File: config.mk
export PLATFORM = sky130hd
export DESIGN_NAME = krl_cell
export DESIGN_NICKNAME = d
export VERILOG_FILES = /design/src/hdl/krl_pkg.sv /design/src/hdl/krl_cell.sv
export SDC_FILE = /design/constraint.sdc
export NUM_CORES = 1
export LEC_CHECK = 0
export ABC_AREA = 0
export BUFFER_PORTS_ARGS = -buffer_cell sky130_fd_sc_hd__buf_2
export CORE_ASPECT_RATIO = 1.25
export CORE_MARGIN = 2
export CORE_UTILIZATION = 55
export DETAILED_ROUTE_END_ITERATION = 7
export PLACE_DENSITY = 0.8
export SLEW_MARGIN = 20
export SYNTH_ARGS = -nofsm -noshare
export SYNTH_HDL_FRONTEND = slang
export SYNTH_SLANG_ARGS = --single-unit
File: constraint.sdc
create_clock -name clk_i -period 4.7 [get_ports clk_i]
set_clock_uncertainty 0.2 [all_clocks]
set_input_delay 0.94 -clock clk_i [delete_from_list [all_inputs] [get_ports clk_i]]
set_output_delay 0.94 -clock clk_i [all_outputs]
set_load 0.05 [all_outputs]
File: src/hdl/krl_pkg.sv
package krl_pkg;

  localparam int unsigned KeyW  = 16;
  localparam int unsigned CoolW = 16;
  localparam int unsigned TimeW = 32;
  localparam int unsigned CountW = 16;
  localparam int unsigned WinW  = 17;
  localparam int unsigned CfgIdxW = 2;
  localparam int unsigned CfgDataW = 32;

  localparam logic KindCheck  = 1'b0;
  localparam logic KindRecord = 1'b1;

  localparam logic [CfgIdxW-1:0] RegEnable = 2'd0;
  localparam logic [CfgIdxW-1:0] RegMax    = 2'd1;
  localparam logic [CfgIdxW-1:0] RegWindow = 2'd2;

  localparam logic [2:0] VerdictAllowed  = 3'd0;
  localparam logic [2:0] VerdictDisabled = 3'd1;
  localparam logic [2:0] VerdictLimit    = 3'd2;
  localparam logic [2:0] VerdictFull     = 3'd3;
  localparam logic [2:0] VerdictCooldown = 3'd4;
  localparam logic [2:0] VerdictRecorded = 3'd5;

  typedef struct packed {
    logic             kind;
    logic [KeyW-1:0]  key_id;
    logic [CoolW-1:0] cooldown;
    logic [TimeW-1:0] now;
  } req_t;

  typedef struct packed {
    logic tok;
    logic hit;
    logic cool;
  } link_t;

endpackage

File: src/hdl/krl_cell.sv
module krl_cell #(
  parameter int unsigned ENTRIES  = 32,
  parameter int unsigned KEY_BITS = 16,
  parameter int unsigned IDX      = 0
) (
  input  logic                             clk_i,
  input  logic                             rst_ni,
  input  krl_pkg::req_t                    req_i,
  input  krl_pkg::link_t                   link_i,
  output krl_pkg::link_t                   link_o,
  input  logic                             alloc_i,
  input  logic [$clog2(ENTRIES+1)-1:0]     used_i
);

  localparam int unsigned CntW = $clog2(ENTRIES + 1);
  localparam int unsigned KW = (KEY_BITS < krl_pkg::KeyW) ? KEY_BITS : krl_pkg::KeyW;
  localparam logic [CntW-1:0] MyIdx = CntW'(IDX);

  logic [KW-1:0]                key_q;
  logic [krl_pkg::TimeW-1:0]    time_q;
  logic                         stamped_q;
  krl_pkg::link_t               link_d, link_q;
  logic                         active, match, cool_run, alloc_here;
  logic [krl_pkg::TimeW-1:0]    elapsed;

  assign active     = MyIdx < used_i;
  assign match      = link_i.tok && !link_i.hit && active &&
                      (key_q == req_i.key_id[KW-1:0]);
  assign elapsed    = req_i.now - time_q;
  assign cool_run   = stamped_q &&
                      (elapsed < {{(krl_pkg::TimeW-krl_pkg::CoolW){1'b0}}, req_i.cooldown});
  assign alloc_here = alloc_i && (used_i == MyIdx);

  always_comb begin
    link_d.tok  = link_i.tok;
    link_d.hit  = link_i.hit | match;
    link_d.cool = match ? cool_run : link_i.cool;
  end

  always_ff @(posedge clk_i or negedge rst_ni) begin
    if (!rst_ni) begin
      link_q <= '0;
    end else begin
      link_q <= link_d;
    end
  end

  always_ff @(posedge clk_i) begin
    if (alloc_here) begin
      key_q     <= req_i.key_id[KW-1:0];
      time_q    <= req_i.now;
      stamped_q <= req_i.kind;
    end else if (match && (req_i.kind == krl_pkg::KindRecord)) begin
      time_q    <= req_i.now;
      stamped_q <= 1'b1;
    end
  end

  assign link_o = link_q;

endmodule

# [Yosys cells after proc, flatten, opt, wreduce, memory -nomap -nowiden]
# Index checks and enable logic that the tools add are counted.
[word_totals] regBits=52
[classes] add_sub_neg=1 n_eq_ne=1 magnitude_cmp=2 n_mux=5 reduce_logical=9 n_bitwise=1
[op_table] op="2-to-1 mux 32 bit" n=2
[op_table] op="less-than comparator 32 x 16 -> 1 bit" n=1
[op_table] op="subtractor 32 bit" n=1
[op_table] op="== test 16 bit" n=1
[op_table] op="logical AND 1 bit" n=6
[op_table] op="logical NOT 6 bit" n=1
[op_table] op="less-than comparator 1 x 6 -> 1 bit, first input constant" n=1
[op_table] op="2-to-1 mux 1 bit" n=3
[op_table] op="nonzero test 2 bit" n=1
[op_table] op="logical NOT 1 bit" n=1
[op_table] op="bitwise OR 1 bit" n=1

# [Longest topological paths before layout]
# Gate-level depths: netlist (run 1).
[depth] ltp_word=7 mapped_depth=18 mapped_depth_nobuf=18

# [Worst setup path after synthesis (run 1)]
# OpenSTA, ideal clock, no wires.
[synth_path] path_type="in2reg" startpoint="input port req_i[0] in the netlist's numbering" endpoint="register link_q (netlist bit link_o[0])" required_ns=4.420 cell_stages=18 path_slack_ns=0.197 arrival_time_ns=4.223 n_path_buf=0 setup_ns=0.080 cell_sequence="inv_1 -> ha_1 -> fa_1 -> nand2b_1 -> a21oi_1 -> o31ai_1 -> a21o_1 -> nand2_1 -> xor2_1 -> ha_1 -> a21oi_1 -> o22ai_1 -> or4_1 -> nor4_1 -> o2111ai_1 -> nor4_1 -> nand4_1 -> o22ai_2"
[synth_lines] item="start, declared" line="krl_cell.sv:8" text="input krl_pkg::req_t req_i,"
[synth_lines] item="end signal, assigned" line="krl_cell.sv:44" text="link_q <= link_d;"
[synth_lines] item="end, declared" line="krl_cell.sv:22" text="krl_pkg::link_t link_d, link_q;"

==> results of run 1 <==
[stage by stage]
step           std cells  setup TNS, ns  hold WS [ns]  utilization [%]  power [W]
2_1_floorplan        436              0        0.4444                -  0.0006878
3_3_place_gp         606        -0.1320        0.5456            63.64  0.0007679
3_5_place_dp         606        -0.3151        0.5433            63.64  0.0007762
4_1_cts              614              0        0.1968            65.13   0.001058
5_1_grt              616       -0.01430        0.1843            66.24   0.001113
6_report             616              0        0.1951            66.24   0.001064
[registers in the layout, indices dropped and copies added (netlist names)]
signal	flops
key_q	16
link_o	3
stamped_q	1
time_q	32
[cell usage in the layout, fill, tap and decap left out, types with 3 or more instances in the layout]
| cell type | instances |
|---|---|
| nand3_1 | 7 |
| o21ai_1 | 3 |
| nor4_1 | 7 |
| nand4_1 | 13 |
| nor3_1 | 9 |
| ha_2 | 3 |
| o2111ai_1 | 4 |
| o21a_1 | 4 |
| buf_2 | 79 |
| a211oi_1 | 6 |
| a21o_1 | 13 |
| dfrtp_1 | 3 |
| xnor2_1 | 15 |
| nor2b_1 | 5 |
| ha_1 | 43 |
| o21ai_0 | 14 |
| nor2_1 | 15 |
| edfxtp_1 | 49 |
| clkbuf_8 | 5 |
| a21oi_1 | 35 |
| xor2_1 | 23 |
| nand2b_1 | 7 |
| inv_1 | 57 |
| nand2_1 | 29 |
| o211ai_1 | 4 |
| o31ai_1 | 3 |
| a31oi_1 | 10 |
| buf_4 | 11 |
[power breakdown]
group          internal (W)  leakage (nW)  switching [W]
logic              0.000116          1.65       0.000150
clock network      0.000113        0.0515       0.000175
registers          0.000510         0.479     0.00000129
total              0.000738          2.18       0.000326
[synth_stat cells (10+ instances only)]
master,instances
inv_1,57
edfxtp_1,49
ha_1,46
a21oi_1,38
nand2_1,29
xor2_1,23
nor2_1,15
xnor2_1,15
o21ai_0,14
a21o_1,13
nand4_1,13
clkbuf_1,11
a31oi_1,10
[worst max-delay path by stage]
stage / start / to / slack (ns) / cells after the start
CTS: req_i[0] / link_o[0] / 0.03 / 19
global placement: req_i[0] / link_o[0] / -0.13 / 19
floorplan: req_i[0] / link_o[0] / 0.20 / 18
global route: req_i[0] / link_o[0] / -0.01 / 19
finish: req_i[0] / link_o[0] / 0.23 / 19
detailed placement: req_i[0] / link_o[0] / -0.32 / 19
[worst register-to-register path, cell delays in order (launching register included)]
cell	delay [ns]
edfxtp_1	0.41
ha_2	0.21
fa_2	0.39
nand2b_4	0.16
a21oi_4	0.18
o31ai_2	0.11
a21o_1	0.18
nand2_1	0.08
xor2_1	0.17
ha_1	0.27
a21oi_2	0.14
o22ai_1	0.09
or4_4	0.45
nor4_4	0.28
o2111ai_2	0.14
nor4_2	0.32
nand4_1	0.14
o22ai_2	0.15
[repair_timing]
| action | 4_1_cts | 5_1_grt |
|---|---|---|
| hold endpoints to repair | 0 | 0 |
| resized for setup | 1 | 14 |
| pin swaps | 0 | 11 |
| setup buffers | 0 | 2 |
| setup endpoints to repair | 1 | 1 |
[layout make-up]
type / count / share of cell area [%]
Clock buffer: 5 / 1.420
Tap cell: 92 / 2.376
Timing Repair Buffer: 91 / 10.28
Multi-Input combinational cell: 314 / 48.73
Inverter: 59 / 4.571
Sequential cell: 52 / 31.92
Clock inverter: 3 / 0.6973
[cell families after synthesis]
family	count (synthesis)
buffers and inverters	70
flip-flops	52
adder cells (fa/ha/maj)	47
XOR/XNOR	38
AO/OA/AOI/OAI	118
multiplexers	2
AND/OR/NAND/NOR	109
[layer usage]
metal | vias to the layer above | global-route usage, % | wire, um
met1 | 1635 | 27.45 | 3794
met2 | 104 | 45.71 | 5061
li1 | 1772 | - | -
met5 | - | 0 | 0
met4 | 0 | 8.214 | 224
met3 | 20 | 3.315 | 411
==> metrics.txt, run 1 <==
run status=finished, final reports clean; crit-path cells=buf_2 -> inv_1 -> ha_2 -> fa_2 -> nand2b_4 -> a21oi_4 -> o31ai_2 -> a21o_1 -> nand2_1 -> xor2_1 -> ha_1 -> a21oi_2 -> o22ai_1 -> or4_4 -> nor4_4 -> o2111ai_2 -> nor4_2 -> nand4_1 -> o22ai_2; Max-Cap Viols=0; Post-synth top flop=edfxtp_1; layout cells sized above 1=22.71%; ANT cells=0; Setup crit end kind=register; first-pass GRT wire length=approximately 15 mm; crit start category=input port; Post-DP Area=4654 um2; Clock Path Buffers=2; Seq/Total Area, Yosys=37.74%; worst-path maximum fanout=3; Worst Hold Class=input port to async pin; initial drt markers=84; drt pass-1 iters=4; Worst EP arrival=4.51 ns; Sequential Area=between 1500 and 2000 um2; Adder-Cell Fraction of Synth Area=between 10% and 20%; via count=3531; largest net degree at the start of global routing=20; drt total wl=9.491 mm; worst flop-to-flop path endpoint=link_o[0]; clock root buffer=clkbuf_8; via/cell ratio=5.732; final hold vios=0; syn nets=560; worst slew pin tran=0.8169 ns; area of the multi-input gates=2361 um2; Routed Antenna Nets=0; RR Startpoint=time_q[0]; Final Cycle Share=95.07%; Yosys cell types=53; Die Ht=100.5 um; Fillers=between 600 and 700; Yosys top cell by area=edfxtp_1; clk_lat worst skew=0.32 ns; EDFF count, synth=49; post-synthesis register bit count=52; Reg2Reg Setup Slack=0.56 ns; # setup viols final=0; Syn Inst Count=approximately 440; CORE AREA=7313 um2; number of clock sinks=between 50 and 60; htree depth=2; Data required, critical path=4.74 ns; fin area=4845 um2; Synth Area in Compound Gates=18.75%; die width=81.20 um; DR DRC count=0; row count=35; cell family with most CP delay=simple AND/OR/NAND/NOR gates; multiplexer area fraction after synthesis=0.4885%; IO Port Bufs=79; Slowest cell on crit path=or4_4; Synth Area per Inst=9.398 um2; Worst VDD drop=0.1829 mV; Post-synth ARST share=a little under 6%; CP peak stage delay=0.45 ns; PnR worst setup slack=approximately 0.23 ns; largest family of logic cells by synthesized area=compound AO/OA/AOI/OAI gates; crit path buf inv count=2; clk slew on worst S/H paths=0.11 ns; critical path class=input port to register; Yosys warnings=0; vias in the first global route=about 3500; global-route total usage across every layer=24.25%; die area=8161 um2; post-place setup slack=-0.3151 ns; average wire per standard cell=15.41 um; HPWL after detailed placement=7.649 mm; minimum clock period=4.468 ns; Pleak=2.177 nW; Ports=80; hold-fix buffers at CTS=0; NumNets Final=647; initial antenna violation count=0; CTS tree=done; Power Density=219.7 nW/um2; XOR/XNOR Fraction of Synth Area=8.122%; reg2reg path depth=17; Rel. slew slack=45.40%; top cells by area, synth=edfxtp_1 36%, ha_1 14%, inv_1 5.2%, xor2_1 4.9%, a21oi_1 4.6%; Area Growth Syn to Fin=18.23%; Routability Congestion=between 0.9 and 1; Starting Density=56.03%; simple-gate share of the synthesized area=between 10% and 20%; Achievable Freq=223.8 MHz; cell area after synthesis=between 4000 and 5000 um2; CTS buffer count=5; grt total ovfl=0; count of pins over their slew limit=0; share of the synthesized area in the top cell type=35.91%
Note: power is estimated with default switching activity, not from simulation.
==> run 2: changes to the inputs <==
--- a/config.mk
+++ b/config.mk
@@ -6,12 +6,14 @@
 export NUM_CORES = 1
 export LEC_CHECK = 0
 export ABC_AREA = 0
-export BUFFER_PORTS_ARGS = -buffer_cell sky130_fd_sc_hd__buf_2
+export CELL_PAD_IN_SITES_DETAIL_PLACEMENT = 1
+export CELL_PAD_IN_SITES_GLOBAL_PLACEMENT = 2
 export CORE_ASPECT_RATIO = 1.25
 export CORE_MARGIN = 2
-export CORE_UTILIZATION = 55
+export CORE_UTILIZATION = 40
 export DETAILED_ROUTE_END_ITERATION = 7
-export PLACE_DENSITY = 0.8
+export DONT_BUFFER_PORTS = 1
+export PLACE_DENSITY_LB_ADDON = 0.1
 export SLEW_MARGIN = 20
 export SYNTH_ARGS = -nofsm -noshare
 export SYNTH_HDL_FRONTEND = slang
==> run 2 against run 1 <==
  * Sequential share of layout area is 2.3 points higher
  * Critical path depth is 1 lower
  * Critical path type unchanged
  * Largest cell class unchanged
  * Core utilization is 21 points lower
  * Final cell count is 7.1% lower
  * Global-route usage is 4.2 points lower
  * Sequential power is 1% higher
==> metrics.txt, run 2 (same netlist as run 1, synthesis figures left out) <==
crit path from=req_i[0] (unchanged); Max-Cap Viols=0 (unchanged); critical path class=input port to register (unchanged); hold-fix buffers at CTS=0 (unchanged); Clock Path Buffers=2 (unchanged); ANT cells=0 (unchanged); Achievable Freq=226.8 MHz (was 223.8 MHz); initial antenna violation count=0 (unchanged); average wire per standard cell=18.35 um (was 15.41 um); count of pins over their slew limit=0 (unchanged); setup bufs post-CTS=0 (unchanged); CTS tree=done (unchanged); Sum Neg Setup Slack=0 ns (unchanged); worst-path maximum fanout=2 (was 3); fin util=44.96% (was 66.24%); Fillers=1179 (was 612); Starting Density=40.75% (was 56.03%); Logic pwr share=19.6% (was 24.9%); Rel. slew slack=51.99% (was 45.40%); initial drt markers=100 (was 84); layout cells sized above 1=7.675% (was 22.71%); Power Density=254.4 nW/um2 (was 219.7 nW/um2); reg2reg path depth=17 (unchanged); clk_lat worst skew=0.31 ns (was 0.32 ns); Data required, critical path=4.73 ns (was 4.74 ns); Routed Antenna Nets=0 (unchanged); Final Cycle Share=93.83% (was 95.07%); vias in the first global route=3464 (was 3529); Setup crit end kind=register (unchanged); highest-count cells in the layout ignoring fill and taps=57 x inv_1, 49 x edfxtp_1, 46 x ha_1 (was 79 x buf_2, 57 x inv_1, 49 x edfxtp_1); clock root buffer=clkbuf_16 (was clkbuf_8); global-route total usage across every layer=20.05% (was 24.25%); worst slew pin tran=0.7185 ns (was 0.8169 ns); CORE AREA=10050 um2 (was 7313 um2); clk slew on worst S/H paths=0.08 ns (was 0.11 ns); Reg power frac=44.9% (was 48.0%); drt total wl=10.50 mm (was 9.491 mm); P_int=0.0008105 W (was 0.0007384 W); drt pass-1 iters=5 (was 4); switching share of power=29.53% (was 30.62%); Sequential Area=1546 um2 (unchanged); Die Ht=117.2 um (was 100.5 um); Largest register FFs=32 (unchanged); Worst Hold Class=input port to async pin (unchanged); RR Startpoint=time_q[0] (unchanged); first-pass GRT wire length=17.15 mm (was 15.48 mm); via count=3223 (was 3531); final hold vios=0 (unchanged); Reg2Reg Setup Slack=0.57 ns (was 0.56 ns); Reg with most FFs=time_q (unchanged); Clk pwr share=35.5% (was 27.0%); IO Port Bufs=0 (was 79); Worst VDD drop=0.1766 mV (was 0.1829 mV); HPWL after detailed placement=8.532 mm (was 7.649 mm); PnR worst setup slack=0.2900 ns (was 0.2318 ns); Ports=80 (unchanged); NumNets Final=566 (was 647); crit start category=input port (unchanged); Routability Congestion=0.8154 (was 0.9101); Area Growth Syn to Fin=10.32% (was 18.23%); worst flop-to-flop path endpoint=link_o[0] (unchanged); RSZ-0062 raised after global routing=no; Post-DP Area=4305 um2 (was 4654 um2); hold slack=0.1176 ns (was 0.1951 ns); NetSw=0.0003396 W (was 0.0003260 W); grt total ovfl=0 (unchanged); Pleak=1.887 nW (was 2.177 nW); DR DRC count=0 (unchanged); htree depth=2 (unchanged); die width=94.53 um (was 81.20 um); fin area=4521 um2 (was 4845 um2); minimum clock period=4.410 ns (was 4.468 ns); run status=finished, final reports clean (unchanged); area of the multi-input gates=2350 um2 (was 2361 um2); post-place setup slack=-0.4097 ns (was -0.3151 ns); row count=41 (was 35); via/cell ratio=5.635 (was 5.732); Worst EP arrival=4.44 ns (was 4.51 ns); commonest non-fill, non-tap cell in the layout=inv_1 (was buf_2); die area=11080 um2 (was 8161 um2); # setup viols final=0 (unchanged); largest net degree at the start of global routing=20 (unchanged); number of clock sinks=52 (unchanged); CTS buffer count=5 (unchanged)
-- run 2: changes by cell type in the layout (fill, tap and decap cells not counted), sizes merged --
cell    change
buf        -81
inv         +2
clkinv      -2
-- run 2: final cells by class --
class,instances,share of cell area (%)
Multi-Input combinational cell,314,51.98
Clock buffer,5,2.768
Inverter,59,4.899
Tap cell,129,3.570
Timing Repair Buffer,10,1.937
Clock inverter,3,0.6366
Sequential cell,52,34.21
-- run 2: power groups by stage --
stage	Sequential (W)	Combinational (W)	Clock (W)
after global placement	0.000527	0.000215	0
final	0.000516	0.000226	0.000408
after detailed placement	0.000527	0.000220	0
after floorplan	0.000526	0.000161	0
after global routing	0.000517	0.000254	0.000427
after CTS	0.000516	0.000223	0.000427
-- run 2: worst max path at each step --
stage | endpoint | slack [ns]
floorplan | link_o[0] | 0.20
detailed placement | link_o[0] | -0.41
global placement | link_o[0] | -0.17
finish | link_o[0] | 0.29
CTS | link_o[0] | 0.01
global route | link_o[0] | 0.07
-- run 2: worst max-delay path, cell delays in order --
cell and delay (ns):
inv_1 0.02, ha_1 0.22, fa_2 0.36, nand2b_4 0.16, a21oi_4 0.17, o31ai_2 0.10
a21o_1 0.20, nand2_1 0.08, xor2_1 0.15, ha_1 0.27, a21oi_2 0.16, o22ai_1 0.10
or4_4 0.51, nor4_4 0.27, o2111ai_2 0.15, nor4_2 0.30, nand4_1 0.15, o22ai_2 0.11
-- run 2: repair_timing --
action                                 CTS  global route
endpoints found under the hold margin    0             0
setup endpoints to repair                1             1
gates resized for setup                  2             9
pin swaps                                0             5
-- run 2: per-stage QoR --
stage | instances | power, W
after floorplan | 436 | 0.0006878
after global placement | 564 | 0.0007422
after detailed placement | 564 | 0.0007470
after CTS | 572 | 0.001166
after global routing | 572 | 0.001198
final | 572 | 0.001150
-- run 2: routing by layer --
layer,vias up,track usage (%),wire (um)
met3,21,3.713,435
met2,80,37.52,5538
li1,1602,-,-
met4,0,7.633,316
met5,-,0,0
met1,1520,22.48,4208
==> run 3: changes to the inputs <==
--- a/config.mk
+++ b/config.mk
@@ -10,7 +10,8 @@
 export CELL_PAD_IN_SITES_GLOBAL_PLACEMENT = 2
 export CORE_ASPECT_RATIO = 1.25
 export CORE_MARGIN = 2
-export CORE_UTILIZATION = 40
+export CORE_UTILIZATION = 41
+export CTS_BUF_LIST = sky130_fd_sc_hd__clkbuf_2
 export DETAILED_ROUTE_END_ITERATION = 7
 export DONT_BUFFER_PORTS = 1
 export PLACE_DENSITY_LB_ADDON = 0.1
==> run 3 against run 2 <==
  * Global-route usage increased by 0.22 points
  * Clock power down 47%
  * Flip-flop and latch count is the same
  * Power decreased by 17%
  * First-iteration DRC count is 3.0% higher
  * Core utilization increased by 0.25 points
  * Setup slack better by 0.071 ns
  * Critical path depth fell by 1
  * Fmax is 1.6% higher
  * Largest cell class unchanged
  * Sequential share of layout area up 1.2 points
==> metrics.txt, run 3 (same netlist as run 1, synthesis figures left out) <==
run status=finished, final reports clean (unchanged); Pleak=1.844 nW (was 1.887 nW); worst-path maximum fanout=2 (unchanged); PnR worst setup slack=0.3610 ns (was 0.2900 ns); RSZ-0062 raised after global routing=no (unchanged); Reg with most FFs=time_q (unchanged); area of the multi-input gates=2295 um2 (was 2350 um2); GR Util met3=3.576% (was 3.713%); Worst Hold Class=input port to register (was input port to async pin); average wire per standard cell=18.23 um (was 18.35 um); highest-count cells in the layout ignoring fill and taps=57 x inv_1, 49 x edfxtp_1, 46 x ha_1 (unchanged); Most Used Layer, Global Route=met2 (unchanged); Ports=80 (unchanged); Fillers=1148 (was 1179); worst slew pin tran=0.5918 ns (was 0.7185 ns); number of clock sinks=52 (unchanged); global-route total usage across every layer=20.27% (was 20.05%); Starting Density=42.42% (was 40.75%); crit start category=register (was input port); Achievable Freq=230.5 MHz (was 226.8 MHz); crit-path cells=ha_1 -> fa_1 -> nand2b_1 -> a21oi_1 -> o31ai_1 -> a21o_1 -> nand2_1 -> xor2_1 -> ha_1 -> a21oi_1 -> o22ai_1 -> or4_1 -> nor4_1 -> o2111ai_1 -> nor4_2 -> nand4_1 -> o22ai_2 (was inv_1 -> ha_1 -> fa_2 -> nand2b_4 -> a21oi_4 -> o31ai_2 -> a21o_1 -> nand2_1 -> xor2_1 -> ha_1 -> a21oi_2 -> o22ai_1 -> or4_4 -> nor4_4 -> o2111ai_2 -> nor4_2 -> nand4_1 -> o22ai_2); NumNets Final=567 (was 566); Final Cycle Share=92.32% (was 93.83%); grt total ovfl=0 (unchanged); Worst EP arrival=4.59 ns (was 4.44 ns); via count=3210 (was 3223); clock root buffer=clkbuf_2 (was clkbuf_16); drt pass-1 iters=4 (was 5); die area=10810 um2 (was 11080 um2); Power Density=218.6 nW/um2 (was 254.4 nW/um2); Clock Path Buffers=2 (unchanged); Slowest cell on crit path=or4_1 (was or4_4); post-place setup slack=-0.2411 ns (was -0.4097 ns); layout cells sized above 1=5.856% (was 7.675%); row count=40 (was 41); Setup crit end kind=register (unchanged); via/cell ratio=5.622 (was 5.635); setup bufs post-CTS=0 (unchanged); initial drt markers=103 (was 100); GR Util met2=39.86% (was 37.52%); clk slew on worst S/H paths=0.32 ns (was 0.08 ns); Data required, critical path=4.95 ns (was 4.73 ns); global-route track usage on met1=21.37% (was 22.48%); Routed Antenna Nets=0 (unchanged); first-pass GRT wire length=16.99 mm (was 17.15 mm); largest net degree at the start of global routing=34 (was 20); Die Ht=115.8 um (was 117.2 um); CP peak stage delay=0.48 ns (was 0.51 ns); HPWL after detailed placement=8.586 mm (was 8.532 mm); initial antenna violation count=1 (was 0); hold wc startpoint=link_i[2]; CTS buffer count=5 (unchanged); Worst VDD drop=0.1618 mV (was 0.1766 mV); Routability Congestion=0.8149 (was 0.8154); crit path from=time_q[0] (was req_i[0]); DR DRC count=0 (unchanged); CTS tree=done (unchanged); vias in the first global route=3541 (was 3464); CORE AREA=9659 um2 (was 10050 um2); Rel. slew slack=60.51% (was 51.99%); RR Startpoint=time_q[0] (unchanged); IO Port Bufs=0 (unchanged); minimum clock period=4.339 ns (was 4.410 ns); final hold vios=0 (unchanged); critical path class=register to register (was input port to register); Largest register FFs=32 (unchanged); Sequential Area=1546 um2 (unchanged); count of pins over their slew limit=0 (unchanged); drt total wl=10.41 mm (was 10.50 mm); Area Growth Syn to Fin=6.565% (was 10.32%); # setup viols final=0 (unchanged); Max-Cap Viols=0 (unchanged); commonest non-fill, non-tap cell in the layout=inv_1 (unchanged); htree depth=2 (unchanged); Placed Instances=561 (was 564); clk_lat worst skew=0.50 ns (was 0.31 ns); die width=93.42 um (was 94.53 um); Layout Cells excl Fill=571 (was 572)
[run 3: final timing paths]
| check | endpoint | cells past startpoint | slack [ns] |
|---|---|---|---|
| max | link_o[0] | 17 | 0.36 |
| min reg2reg | link_o[0] | 4 | 0.62 |
| max reg2reg | link_o[0] | 17 | 0.36 |
| min | link_o[2] | 0 | 0.23 |
| max in group asynchronous | link_o[1] | 1 | 3.67 |
| min in group asynchronous | link_o[0] | 1 | 0.45 |
[run 3: metrics by stage]
step            power, W  TNS, ns  area, um2  hold WS [ns]  util, %
3_3_place_gp   0.0007405  -0.1020       4289        0.4447    44.40
2_1_floorplan  0.0006878        0       4098        0.4444        -
4_1_cts        0.0009705        0       4358        0.2121    45.12
3_5_place_dp   0.0007463  -0.2411       4289        0.4447    44.40
6_report       0.0009548        0       4367        0.2258    45.21
5_1_grt         0.001004        0       4367        0.1747    45.21
[run 3: timing repair]
| action | in CTS | in global routing |
|---|---|---|
| gates resized for setup | 0 | 1 |
| endpoints found under the hold margin | 3 | 0 |
| hold buffers | 1 | 0 |
| setup endpoints to repair | 0 | 1 |
[run 3: layout make-up]
type	instances	area share (%)
clock buffers	5	0.5731
diodes	1	0.05731
clock inverters	3	0.7736
flip-flops and latches	52	35.42
inverters	59	5.072
multi-input cells	314	52.55
repair buffers	11	1.948
well taps	126	3.610
[run 3: power by group]
part	total (W)	switching (W)	leakage [nW]	internal, W
clock network	0.000218	0.000173	0.0363	0.0000451
logic	0.000220	0.000127	1.33	0.0000922
registers	0.000517	0.00000650	0.479	0.000511
[run 3: per-layer routing]
layer	up-vias	part of all wire (%)	wire, um
met5	-	0	0
met2	67	55	5729
met1	1527	38	4005
met4	0	2.4	250
met3	13	4.1	422
li1	1603	-	-
[run 3: critical path, delay by kind of cell, from the launching register on]
kind	cells	cell delay, ns
xor+xnor	1	0.16
compound gates	7	1.14
flops	1	0.46
fa+ha+maj	3	0.86
simple gates	6	1.48
